[config.mk]
export PLATFORM = sky130hd
export DESIGN_NAME = rotary_encoder_acceleration
export DESIGN_NICKNAME = d
export VERILOG_FILES = /design/src/design/rea_pkg.sv /design/src/design/rea_div.sv /design/src/design/rea_dp.sv /design/src/design/rea_ctrl.sv /design/src/design/rotary_encoder_acceleration.sv
export VERILOG_INCLUDE_DIRS = /design/src /design/src/design
export SDC_FILE = /design/constraint.sdc
export NUM_CORES = 2
export LEC_CHECK = 0
export BUFFER_PORTS_ARGS = -buffer_cell sky130_fd_sc_hd__buf_2
export CORE_ASPECT_RATIO = 0.6
export CORE_UTILIZATION = 58
export DETAILED_ROUTE_END_ITERATION = 10
export GPL_TIMING_DRIVEN = 0
export PLACE_DENSITY_LB_ADDON = 0.1
export SYNTH_ARGS = -nofsm -noshare
export SYNTH_HDL_FRONTEND = slang
export SYNTH_HIERARCHICAL = 1
export SYNTH_SLANG_ARGS = --single-unit
[constraint.sdc]
create_clock -name clk_i -period 26.7 [get_ports clk_i]
set_input_delay 2.67 -clock clk_i [delete_from_list [all_inputs] [get_ports clk_i]]
set_output_delay 2.67 -clock clk_i [all_outputs]
set_load 0.02 [all_outputs]
[src/design/rotary_encoder_acceleration_macros.svh]
// Assertion macros for the rotary encoder acceleration block.
`ifndef ROTARY_ENCODER_ACCELERATION_MACROS_SVH
`define ROTARY_ENCODER_ACCELERATION_MACROS_SVH
`ifndef NO_ASSERTIONS
`define REA_ASSERT(lbl, prop) \
  lbl: assert property (@(posedge clk_i) disable iff (!rst_ni) prop) \
    else $error("rea: assertion failed");
`define REA_ASSERT_ALWAYS(lbl, prop) \
  lbl: assert property (@(posedge clk_i) prop) \
    else $error("rea: assertion failed");
`else
`define REA_ASSERT(lbl, prop)
`define REA_ASSERT_ALWAYS(lbl, prop)
`endif
`endif

[src/design/rea_pkg.sv]
// Shared types, widths and constants of the rotary encoder acceleration block.
`timescale 1ns / 1ps
package rea_pkg;

  localparam int unsigned POS_W  = 32;
  localparam int unsigned IV_W   = 16;
  localparam int unsigned MULT_W = 10;
  localparam int unsigned NUM_W  = IV_W + MULT_W;
  localparam int unsigned ADDR_W = 5;
  localparam int unsigned DATA_W = 32;

  localparam logic [IV_W-1:0]   SLOW_RST = IV_W'(200);
  localparam logic [IV_W-1:0]   FAST_RST = IV_W'(20);
  localparam logic [MULT_W-1:0] MMAX_RST = MULT_W'(10);

  localparam logic [2:0] REG_SLOW    = 3'd0;
  localparam logic [2:0] REG_FAST    = 3'd1;
  localparam logic [2:0] REG_MMAX    = 3'd2;
  localparam logic [2:0] REG_MAX_EN  = 3'd3;
  localparam logic [2:0] REG_MAX_LIM = 3'd4;
  localparam logic [2:0] REG_MIN_EN  = 3'd5;
  localparam logic [2:0] REG_MIN_LIM = 3'd6;

  typedef enum logic [1:0] {
    DIR_NONE = 2'd0,
    DIR_UP   = 2'd1,
    DIR_DOWN = 2'd2
  } dir_e;

  typedef struct packed {
    logic [IV_W-1:0]   slow;
    logic [IV_W-1:0]   fast;
    logic [MULT_W-1:0] mmax;
    logic              max_en;
    logic [POS_W-1:0]  max_lim;
    logic              min_en;
    logic [POS_W-1:0]  min_lim;
  } cfg_t;

  typedef struct packed {
    logic load;
    logic prep;
    logic div_start;
    logic div_take;
    logic mul;
    logic add;
    logic commit;
  } cmd_t;

  typedef struct packed {
    logic moved;
    logic need_div;
    logic div_done;
  } sts_t;

endpackage

[src/design/rea_div.sv]
// Restoring serial divider, one quotient bit per cycle.
`timescale 1ns / 1ps
module rea_div import rea_pkg::*; (
  input  logic              clk_i,
  input  logic              rst_ni,
  input  logic              start_i,
  input  logic [NUM_W-1:0]  num_i,
  input  logic [IV_W-1:0]   den_i,
  output logic              done_o,
  output logic [NUM_W-1:0]  quot_o
);

  localparam int unsigned CNT_W = $clog2(NUM_W + 1);

  logic             busy_q, busy_d;
  logic             done_q, done_d;
  logic [CNT_W-1:0] cnt_q, cnt_d;
  logic [NUM_W-1:0] quo_q, quo_d;
  logic [IV_W-1:0]  rem_q, rem_d;
  logic [IV_W-1:0]  den_q, den_d;
  logic [IV_W:0]    rem_sh;
  logic [IV_W:0]    rem_sub;

  assign rem_sh  = {rem_q, quo_q[NUM_W-1]};
  assign rem_sub = rem_sh - {1'b0, den_q};

  always_comb begin
    busy_d = busy_q;
    done_d = 1'b0;
    cnt_d  = cnt_q;
    quo_d  = quo_q;
    rem_d  = rem_q;
    den_d  = den_q;
    if (start_i) begin
      busy_d = 1'b1;
      cnt_d  = CNT_W'(NUM_W);
      quo_d  = num_i;
      rem_d  = '0;
      den_d  = den_i;
    end else if (busy_q) begin
      if (rem_sh >= {1'b0, den_q}) begin
        rem_d = rem_sub[IV_W-1:0];
        quo_d = {quo_q[NUM_W-2:0], 1'b1};
      end else begin
        rem_d = rem_sh[IV_W-1:0];
        quo_d = {quo_q[NUM_W-2:0], 1'b0};
      end
      cnt_d = cnt_q - CNT_W'(1);
      if (cnt_q == CNT_W'(1)) begin
        busy_d = 1'b0;
        done_d = 1'b1;
      end
    end
  end

  always_ff @(posedge clk_i or negedge rst_ni) begin
    if (!rst_ni) begin
      busy_q <= 1'b0;
      done_q <= 1'b0;
      cnt_q  <= '0;
    end else begin
      busy_q <= busy_d;
      done_q <= done_d;
      cnt_q  <= cnt_d;
    end
  end

  always_ff @(posedge clk_i) begin
    quo_q <= quo_d;
    rem_q <= rem_d;
    den_q <= den_d;
  end

  assign done_o = done_q;
  assign quot_o = quo_q;

endmodule

[src/design/rea_dp.sv]
// Datapath: item registers, position state, divider, multiplier, clamping and result register.
`timescale 1ns / 1ps
module rea_dp import rea_pkg::*; (
  input  logic              clk_i,
  input  logic              rst_ni,
  input  cfg_t              cfg_i,
  input  cmd_t              cmd_i,
  output sts_t              sts_o,
  input  logic              opcode_i,
  input  logic [POS_W-1:0]  raw_position_i,
  input  logic [IV_W-1:0]   interval_ms_i,
  input  logic [POS_W-1:0]  new_position_i,
  output logic [POS_W-1:0]  position_o,
  output logic              changed_o,
  output logic [MULT_W-1:0] step_multiplier_o
);

  logic              op_q;
  logic [POS_W-1:0]  raw_q, npos_q;
  logic [IV_W-1:0]   iv_q;
  logic [POS_W-1:0]  last_raw_q, acc_q;
  dir_e              dir_q;
  logic [POS_W-1:0]  delta_q, prod_q, res_pos_q;
  dir_e              new_dir_q;
  logic [NUM_W-1:0]  num_q;
  logic [IV_W-1:0]   den_q;
  logic [MULT_W-1:0] mult_q;
  logic              res_chg_q;
  logic [POS_W-1:0]  out_pos_q;
  logic              out_chg_q;
  logic [MULT_W-1:0] out_mult_q;

  logic [POS_W-1:0]        delta;
  dir_e                    dir_now;
  logic [MULT_W-1:0]       mmax;
  logic                    unity, full, moved;
  logic [IV_W-1:0]         ivc;
  logic [NUM_W-1:0]        num;
  logic [POS_W-1:0]        prod_full;
  logic [POS_W-1:0]        sum, clamp_hi, clamp_lo;
  logic                    div_done;
  logic [NUM_W-1:0]        quot;

  assign delta   = raw_q - last_raw_q;
  assign dir_now = delta[POS_W-1] ? DIR_DOWN : DIR_UP;
  assign mmax    = (cfg_i.mmax == '0) ? MULT_W'(1) : cfg_i.mmax;
  assign moved   = !op_q && (delta != '0);
  assign unity   = (dir_q != dir_now) || (iv_q >= cfg_i.slow);
  assign full    = cfg_i.fast >= cfg_i.slow;
  assign ivc     = (iv_q < cfg_i.fast) ? cfg_i.fast : iv_q;
  assign num     = NUM_W'(cfg_i.slow - ivc) * NUM_W'(mmax - MULT_W'(1));

  assign prod_full = delta_q * POS_W'(mult_q);
  assign sum       = acc_q + prod_q;
  assign clamp_hi  = (cfg_i.max_en && ($signed(sum) > $signed(cfg_i.max_lim)))
                     ? cfg_i.max_lim : sum;
  assign clamp_lo  = (cfg_i.min_en && ($signed(clamp_hi) < $signed(cfg_i.min_lim)))
                     ? cfg_i.min_lim : clamp_hi;

  rea_div u_div (
    .clk_i   (clk_i),
    .rst_ni  (rst_ni),
    .start_i (cmd_i.div_start),
    .num_i   (num_q),
    .den_i   (den_q),
    .done_o  (div_done),
    .quot_o  (quot)
  );

  assign sts_o.moved    = moved;
  assign sts_o.need_div = moved && !unity && !full;
  assign sts_o.div_done = div_done;

  always_ff @(posedge clk_i or negedge rst_ni) begin
    if (!rst_ni) begin
      last_raw_q <= '0;
      acc_q      <= '0;
      dir_q      <= DIR_NONE;
    end else if (cmd_i.commit) begin
      last_raw_q <= raw_q;
      acc_q      <= res_pos_q;
      dir_q      <= new_dir_q;
    end
  end

  always_ff @(posedge clk_i) begin
    if (cmd_i.load) begin
      op_q   <= opcode_i;
      raw_q  <= raw_position_i;
      iv_q   <= interval_ms_i;
      npos_q <= new_position_i;
    end
    if (cmd_i.prep) begin
      delta_q   <= delta;
      num_q     <= num;
      den_q     <= cfg_i.slow - cfg_i.fast;
      mult_q    <= (moved && !unity) ? mmax : MULT_W'(1);
      res_pos_q <= op_q ? npos_q : acc_q;
      res_chg_q <= op_q;
      new_dir_q <= op_q ? DIR_NONE : (moved ? dir_now : dir_q);
    end
    if (cmd_i.div_take) begin
      mult_q <= MULT_W'(1) + quot[MULT_W-1:0];
    end
    if (cmd_i.mul) begin
      prod_q <= prod_full;
    end
    if (cmd_i.add) begin
      res_pos_q <= clamp_lo;
      res_chg_q <= clamp_lo != acc_q;
    end
    if (cmd_i.commit) begin
      out_pos_q  <= res_pos_q;
      out_chg_q  <= res_chg_q;
      out_mult_q <= mult_q;
    end
  end

  assign position_o        = out_pos_q;
  assign changed_o         = out_chg_q;
  assign step_multiplier_o = out_mult_q;

endmodule

[src/design/rea_ctrl.sv]
// Controller: sequences one item through the datapath and owns the output valid.
`timescale 1ns / 1ps
module rea_ctrl import rea_pkg::*; (
  input  logic clk_i,
  input  logic rst_ni,
  input  logic in_valid_i,
  output logic in_stall_o,
  output logic out_valid_o,
  input  logic out_stall_i,
  input  sts_t sts_i,
  output cmd_t cmd_o
);

  typedef enum logic [2:0] {
    S_IDLE,
    S_PREP,
    S_DSTART,
    S_DIV,
    S_MUL,
    S_ADD,
    S_COMMIT
  } state_e;

  state_e state_q, state_d;
  logic   stall_q, out_valid_q, out_valid_d;
  logic   out_free;

  assign out_free = !out_valid_q || !out_stall_i;

  always_comb begin
    cmd_o   = '0;
    state_d = state_q;
    unique case (state_q)
      S_IDLE: begin
        if (in_valid_i) begin
          cmd_o.load = 1'b1;
          state_d    = S_PREP;
        end
      end
      S_PREP: begin
        cmd_o.prep = 1'b1;
        if (sts_i.need_div) state_d = S_DSTART;
        else if (sts_i.moved) state_d = S_MUL;
        else state_d = S_COMMIT;
      end
      S_DSTART: begin
        cmd_o.div_start = 1'b1;
        state_d         = S_DIV;
      end
      S_DIV: begin
        if (sts_i.div_done) begin
          cmd_o.div_take = 1'b1;
          state_d        = S_MUL;
        end
      end
      S_MUL: begin
        cmd_o.mul = 1'b1;
        state_d   = S_ADD;
      end
      S_ADD: begin
        cmd_o.add = 1'b1;
        state_d   = S_COMMIT;
      end
      S_COMMIT: begin
        if (out_free) begin
          cmd_o.commit = 1'b1;
          state_d      = S_IDLE;
        end
      end
      default: state_d = S_IDLE;
    endcase
    if (cmd_o.commit) out_valid_d = 1'b1;
    else out_valid_d = out_valid_q && out_stall_i;
  end

  always_ff @(posedge clk_i or negedge rst_ni) begin
    if (!rst_ni) begin
      state_q     <= S_IDLE;
      stall_q     <= 1'b0;
      out_valid_q <= 1'b0;
    end else begin
      state_q     <= state_d;
      stall_q     <= state_d != S_IDLE;
      out_valid_q <= out_valid_d;
    end
  end

  assign in_stall_o  = stall_q;
  assign out_valid_o = out_valid_q;

endmodule

[src/design/rotary_encoder_acceleration.sv]
// Top level: configuration registers, controller and datapath of the accelerated encoder.
// Set and no-move items pass the prepare and commit states; unity or maximum steps add
// the multiply and add states; an interpolated multiplier first waits on the 26-step serial
// divider. A new item is taken only once the last one is committed, and it is taken while a
// result waits in the output register. Reset clears position state, direction, output
// valid and sets the configuration registers to their documented defaults.
`timescale 1ns / 1ps
`include "rotary_encoder_acceleration_macros.svh"
module rotary_encoder_acceleration import rea_pkg::*; (
  input  logic              clk_i,
  input  logic              rst_ni,
  input  logic              psel,
  input  logic              penable,
  input  logic              pwrite,
  input  logic [ADDR_W-1:0] paddr,
  input  logic [DATA_W-1:0] pwdata,
  output logic [DATA_W-1:0] prdata,
  output logic              pready,
  input  logic              in_valid_i,
  output logic              in_stall_o,
  input  logic              opcode_i,
  input  logic [POS_W-1:0]  raw_position_i,
  input  logic [IV_W-1:0]   interval_ms_i,
  input  logic [POS_W-1:0]  new_position_i,
  output logic              out_valid_o,
  input  logic              out_stall_i,
  output logic [POS_W-1:0]  position_o,
  output logic              changed_o,
  output logic [MULT_W-1:0] step_multiplier_o
);

  cfg_t       cfg_q;
  cmd_t       cmd;
  sts_t       sts;
  logic       wr_en;
  logic [2:0] idx;

  assign pready = 1'b1;
  assign wr_en  = psel && penable && pwrite && pready;
  assign idx    = paddr[4:2];

  always_ff @(posedge clk_i or negedge rst_ni) begin
    if (!rst_ni) begin
      cfg_q.slow    <= SLOW_RST;
      cfg_q.fast    <= FAST_RST;
      cfg_q.mmax    <= MMAX_RST;
      cfg_q.max_en  <= 1'b0;
      cfg_q.max_lim <= '0;
      cfg_q.min_en  <= 1'b0;
      cfg_q.min_lim <= '0;
    end else if (wr_en) begin
      unique case (idx)
        REG_SLOW:    cfg_q.slow    <= pwdata[IV_W-1:0];
        REG_FAST:    cfg_q.fast    <= pwdata[IV_W-1:0];
        REG_MMAX:    cfg_q.mmax    <= pwdata[MULT_W-1:0];
        REG_MAX_EN:  cfg_q.max_en  <= pwdata[0];
        REG_MAX_LIM: cfg_q.max_lim <= pwdata[POS_W-1:0];
        REG_MIN_EN:  cfg_q.min_en  <= pwdata[0];
        REG_MIN_LIM: cfg_q.min_lim <= pwdata[POS_W-1:0];
        default: ;
      endcase
    end
  end

  always_comb begin
    unique case (idx)
      REG_SLOW:    prdata = DATA_W'(cfg_q.slow);
      REG_FAST:    prdata = DATA_W'(cfg_q.fast);
      REG_MMAX:    prdata = DATA_W'(cfg_q.mmax);
      REG_MAX_EN:  prdata = DATA_W'(cfg_q.max_en);
      REG_MAX_LIM: prdata = cfg_q.max_lim;
      REG_MIN_EN:  prdata = DATA_W'(cfg_q.min_en);
      REG_MIN_LIM: prdata = cfg_q.min_lim;
      default:     prdata = '0;
    endcase
  end

  rea_ctrl u_ctrl (
    .clk_i       (clk_i),
    .rst_ni      (rst_ni),
    .in_valid_i  (in_valid_i),
    .in_stall_o  (in_stall_o),
    .out_valid_o (out_valid_o),
    .out_stall_i (out_stall_i),
    .sts_i       (sts),
    .cmd_o       (cmd)
  );

  rea_dp u_dp (
    .clk_i             (clk_i),
    .rst_ni            (rst_ni),
    .cfg_i             (cfg_q),
    .cmd_i             (cmd),
    .sts_o             (sts),
    .opcode_i          (opcode_i),
    .raw_position_i    (raw_position_i),
    .interval_ms_i     (interval_ms_i),
    .new_position_i    (new_position_i),
    .position_o        (position_o),
    .changed_o         (changed_o),
    .step_multiplier_o (step_multiplier_o)
  );

  `REA_ASSERT(a_busy_after_transfer, (in_valid_i && !in_stall_o) |=> in_stall_o)
  `REA_ASSERT(a_result_while_busy, $rose(out_valid_o) |-> $past(in_stall_o))
  `REA_ASSERT(a_mult_nonzero, out_valid_o |-> (step_multiplier_o != '0))
  `REA_ASSERT_ALWAYS(a_reset_no_result, !rst_ni |-> (!out_valid_o && !in_stall_o))

endmodule

### After elaboration in Yosys (flattened, before gate mapping)

Index checks and enable logic that the tools add are counted.

* add/sub/neg operators: 8
* multiply operators: 2
* order comparisons: 6
* equal/unequal tests: 15
* mux-type cells: 44
* reduce and logical (&&, ||, !) cells: 30

Operators by type and width (count)
* case mux 32 bit (7 select lines): 1
* two-way mux 32 bit: 5
* two-way mux 26 bit: 2
* two-way mux 10 bit: 4
* adder 32 bit: 1
* greater-or-equal comparator 16 bit: 2
* greater-than comparator 32 bit: 1
* < comparator 32 bit: 1
* multiplier 32 x 10 -> 32 bit: 1
* two-way mux 16 bit: 2
* != test 32 bit: 1
* nonzero test 32 bit: 1
* subtractor 16 bit: 2
* subtractor 32 bit: 1
* multiplier 26 x 26 -> 26 bit: 1
* case mux 3 bit (7 select lines): 1
* two-way mux 1 bit: 20
* equality test 3 bit, second input constant: 6
* greater-or-equal comparator 17 x 16 -> 1 bit: 1
* subtractor 16 x 16 -> 17 bit: 1
* < comparator 16 bit: 1
* AND reduction 2 bit: 7
* equality test 3 x 2 -> 1 bit, second input constant: 4
* two-way mux 3 bit: 4
* 15 further kinds: 34

* register bits after elaboration: 519
* output and inout port bits: 78
* logic and storage cells: 139

### Longest topological paths before layout

* depth after elaboration: 10
* depth in mapped cells: 48
* mapped depth without buffers: 46

### Modules after synthesis

The synthesis kept the hierarchy.

Modules (own cells, without submodules)
* rea_dp: times used 1, cells an instance 3512, area each 34529.4 um^2, sequential area each 9909.5 um^2
* rotary_encoder_acceleration: times used 1, cells an instance 369, area each 5027.3 um^2, sequential area each 2711.4 um^2
* rea_div: times used 1, cells an instance 337, area each 3701.0 um^2, sequential area each 1756.7 um^2
* rea_ctrl: times used 1, cells an instance 33, area each 325.3 um^2, sequential area each 125.1 um^2

### Worst setup path before layout

No wires, ideal clock.

* path kind: input to register
* from: in in_valid_i
* to: reg u_dp.iv_q[0] (enable)
* library setup time: 749 ps
* arrival: 10850 ps
* required time: 25951 ps
* path slack: 15102 ps
* stages: 1
* cells stage by stage: nor4b_1

* word-level cells in the longest chain between the ends: 2

Ends and longest elaborated chain
* start, declared: RTL line rotary_encoder_acceleration.sv:19 `input logic in_valid_i,`
* two-way mux 1 bit: RTL line rea_ctrl.sv:35 `if (in_valid_i) begin`
* two-way mux 1 bit: RTL line rea_ctrl.sv:33 `unique case (state_q)`
* end signal, assigned: RTL line rea_dp.sv:90 `iv_q <= interval_ms_i;`
* end, declared: RTL line rea_dp.sv:20 `logic [IV_W-1:0] iv_q;`

No other way between the ends.
A chain may end at the register's enable or synchronous reset.

### Worst setup path in the final report

* from: reg cfg_q[77] (netlist name)
* to: reg u_dp.num_q[25], data pin

* word-level cells in the longest chain between the ends: 4

Ends and longest elaborated chain
* start, declared: RTL line rotary_encoder_acceleration.sv:32 `cfg_t cfg_q;`
* < comparator 16 bit: RTL line rea_dp.sv:50 `assign ivc = (iv_q < cfg_i.fast) ? cfg_i.fast : iv_q;`
* two-way mux 16 bit (*): RTL line rea_dp.sv:50
* subtractor 16 x 16 -> 17 bit (*): RTL line rea_dp.sv:51 `assign num = NUM_W'(cfg_i.slow - ivc) * NUM_W'(mmax - MULT_W'(1));`
* multiplier 26 x 26 -> 26 bit (*): RTL line rea_dp.sv:51
* named net u_dp.num[25]: RTL line rea_dp.sv:38 `logic [NUM_W-1:0] num;`
* end signal, assigned: RTL line rea_dp.sv:95 `num_q <= num;`
* end, declared: RTL line rea_dp.sv:25 `logic [NUM_W-1:0] num_q;`

Mark *: on every way through the listed nets, which the timed path passes. The rest lies on a longest branch.

==> summary.txt <==
Detailed routing
  • # DRC: 32
  • Iter 0 DRT Violations: 3,259
  • Wire per inst: 22.6 µm
  • Vias/cell: just under 6
  • Vias: around 33,000
  • Antenna viol nets, final: 0
  • Drt total wl: roughly 130,000 µm
  • Initial DRT Pass Iterations: 11

Place
  • Port bufs: 197
  • Placed cell areas: ~0.046 mm²
  • DP Cell Count: around 5,500
  • Dpl hpwl: between 100,000 and 150,000 µm
  • GP Congestion: around 0.99

Floorplanning
  • Die height: around 210 µm
  • Top-level I/O count: around 200
  • Core area: 0.0740 mm²
  • Die X: about 360 µm
  • # rows: 77
  • Initial core utilization: 0.589
  • Die Footprint: around 0.076 mm²

Synthesis
  • Post-synth cell types: 103
  • Synthesis Warnings: 6
  • Synth area leaders: edfxtp_1 22%, fa_1 17%, dfrtp_1 10%, ha_1 8.9%, inv_1 4.9%
  • Net Count, Synth: ~5,000
  • Post-synthesis cell count: 4,251
  • Ys async rst share: 0.358
  • Share of the synthesized area in the top cell type: 0.218
  • Mapped Area: about 0.044 mm²
  • Mean Syn Cell Area: 10.3 µm²
  • Sequential share of the synthesized area: 0.333
  • Most instantiated cells after synthesis: 569 x inv_1, 421 x nand2_1, 364 x fa_1, 317 x edfxtp_1, 310 x ha_1
  • Count leader, synth: inv_1
  • Area leader, netlist: edfxtp_1
  • Primary FF master, synth: edfxtp_1
  • Seq cells post-synth: between 500 and 600
  • EDFF count, synth: around 320

Layout
  • Finished layout cell area: between 0.04 and 0.05 mm²
  • Multi-input combinational cell area: roughly 0.026 mm²
  • Layout net count: 5,321
  • Layout fillers: 6,117
  • Share of layout cells above drive strength 1: 0.129
  • Area Growth Syn to Fin: 9.65%
  • Util after Layout: 0.646
  • FF+latch area: roughly 0.015 mm²
  • Layout Cells excl Fill: ~5,600

Critical path
  • Cell repeated most along the worst path: a21o_1
  • Crit path to: u_dp/num_q[25]
  • R2r startpoint: cfg_q[77]
  • Critical path class: register to register
  • FF-to-FF End: u_dp/num_q[25]
  • CP Data Required Time: roughly 27,000 ps
  • Crit path max-delay cell type: xnor2_1
  • WP data arrival: between 10,000 and 15,000 ps
  • R2R cell count: 45
  • Worst Path Max Fanout: 8
  • Flop2flop setup slack: roughly 14,000 ps
  • Worst Setup SP: cfg_q[77]
  • Max stage delay on crit path: between 600 and 700 ps
  • CP startpoint kind: register
  • Worst Setup End Kind: register

STA
  • Clock Skew: 32.5 ps
  • Final min period: between 10,000 and 15,000 ps
  • Final setup viols: 0
  • Final Hold Viols: 0
  • Unrepaired setup endpoints after global routing: no
  • FMAX: 0.0795 GHz
  • Fin. max-slew vios: 0
  • Slew HR: 0.169
  • Final TNS setup: 0 ps
  • Final Cycle Share: 0.471
  • Worst Tran Pin Value: roughly 1200 ps

Clock network
  • Clk pin slew, worst setup/hold paths: 70 ps
  • H-Tree Depth: 2
  • Clock tree sinks: 519
  • CTS buffer count: 51
  • Clock Tree Buf Depth: 3
  • TritonCTS clock tree: yes
  • CTS Root Cell: clkbuf_16
  • Post-CTS Repair Setup Buffers: 0
  • Post-CTS sizing: 0
  • Hold_buf cts: 0
  • Clock latency on the worst-skew pair: between 600 and 700 ps

GRT
  • Total congestion overflow: 0
  • Vias in the first global route: around 31,000
  • First-pass GRT wire length: 192,000 µm
  • Tot GR Track Use: 0.332
  • Initial antenna violation count: 3
  • Largest net degree at the start of global routing: 105

Outcome
  • Status: finished with violations
  • Failing checks: DRC

Min path
  • Worst Hold Class: register to register

Flow run
  • Max-Cap Viols: 0
[cells by family after synthesis]
| kind of cell | share of synthesized area |
|---|---|
| AOI/OAI and AO/OA | 0.106 |
| xor gates and xnor gates | 0.0420 |
| adders and majority gates | 0.256 |
| buffers and inverters | 0.0667 |
| DFF | 0.333 |
| muxes | 0.0662 |
| other | 0.0000860 |
| and+or+nand+nor | 0.131 |
[worst max-delay path, delay by kind of cell (launching register included)]
kind | cells | cell delay [ps]
AND/OR/NAND/NOR | 4 | 660
flip-flops | 1 | 500
XOR/XNOR | 2 | 800
AO/OA/AOI/OAI | 24 | 5410
buffers and inverters | 5 | 670
multiplexers | 1 | 410
adder cells (fa/ha/maj) | 9 | 3820
[worst min-delay path by stage]
stage | startpoint | depth (start not counted) | slack (ps) | endpoint
after global placement | u_dp/den_q[7] | 0 | 400 | u_dp/u_div/den_q[7]
after CTS | u_dp/den_q[9] | 0 | 420 | u_dp/u_div/den_q[9]
final | u_dp/den_q[9] | 0 | 420 | u_dp/u_div/den_q[9]
after global routing | u_dp/den_q[9] | 0 | 430 | u_dp/u_div/den_q[9]
after detailed placement | u_dp/den_q[4] | 0 | 410 | u_dp/u_div/den_q[4]
after floorplan | u_dp/res_chg_q | 0 | 400 | u_dp/changed_o
[flip-flops by register name (all words and copies together), names as in the netlist, 26 cells and up]
signal,count
cfg_q,108
u_dp/raw_q,32
u_dp/npos_q,32
u_dp/last_raw_q,32
u_dp/u_div/quot_o,26
u_dp/position_o,32
u_dp/prod_q,32
u_dp/res_pos_q,32
u_dp/acc_q,32
u_dp/delta_q,32
u_dp/num_q,26
[placed cells by master, fill, tap and decap left out, types with 152 or more instances in the layout]
| master | count |
|---|---|
| nand2_1 | 421 |
| ha_1 | 310 |
| o21ai_0 | 162 |
| xnor2_1 | 152 |
| nor2_1 | 230 |
| mux2_2 | 182 |
| edfxtp_1 | 317 |
| buf_2 | 216 |
| fa_1 | 364 |
| dfrtp_1 | 179 |
| inv_1 | 569 |
| a21oi_1 | 171 |
[per-layer routing]
metal	up-vias	track usage	part of all wire
li1	15000	-	-
met4	0	0.0695	0.023
met1	16200	0.532	0.47
met3	177	0.0955	0.12
met5	-	0	0
met2	1630	0.439	0.39
[final cells by class]
| type | count | area share |
|---|---|---|
| multi-input cells | 3005 | 0.548 |
| flip-flops and latches | 519 | 0.303 |
| inverters | 570 | 0.0448 |
| clock buffers | 62 | 0.0284 |
| well taps | 987 | 0.0258 |
| repair buffers | 218 | 0.0254 |
| plain buffers | 157 | 0.0160 |
| clock inverters | 34 | 0.00757 |
| diodes | 2 | 0.000105 |
[through the flow]
step | setup slack (ps) | hold WS (ps)
final | 14120 | 417
after global routing | 13600 | 430
after CTS | 14340 | 419
after detailed placement | 14440 | 405
after global placement | 8940 | 401
after floorplan | 15100 | 400
Power is left out: the tool's default activity adds up to more than one toggle a clock period on the data nets, which glitch-free logic cannot reach.
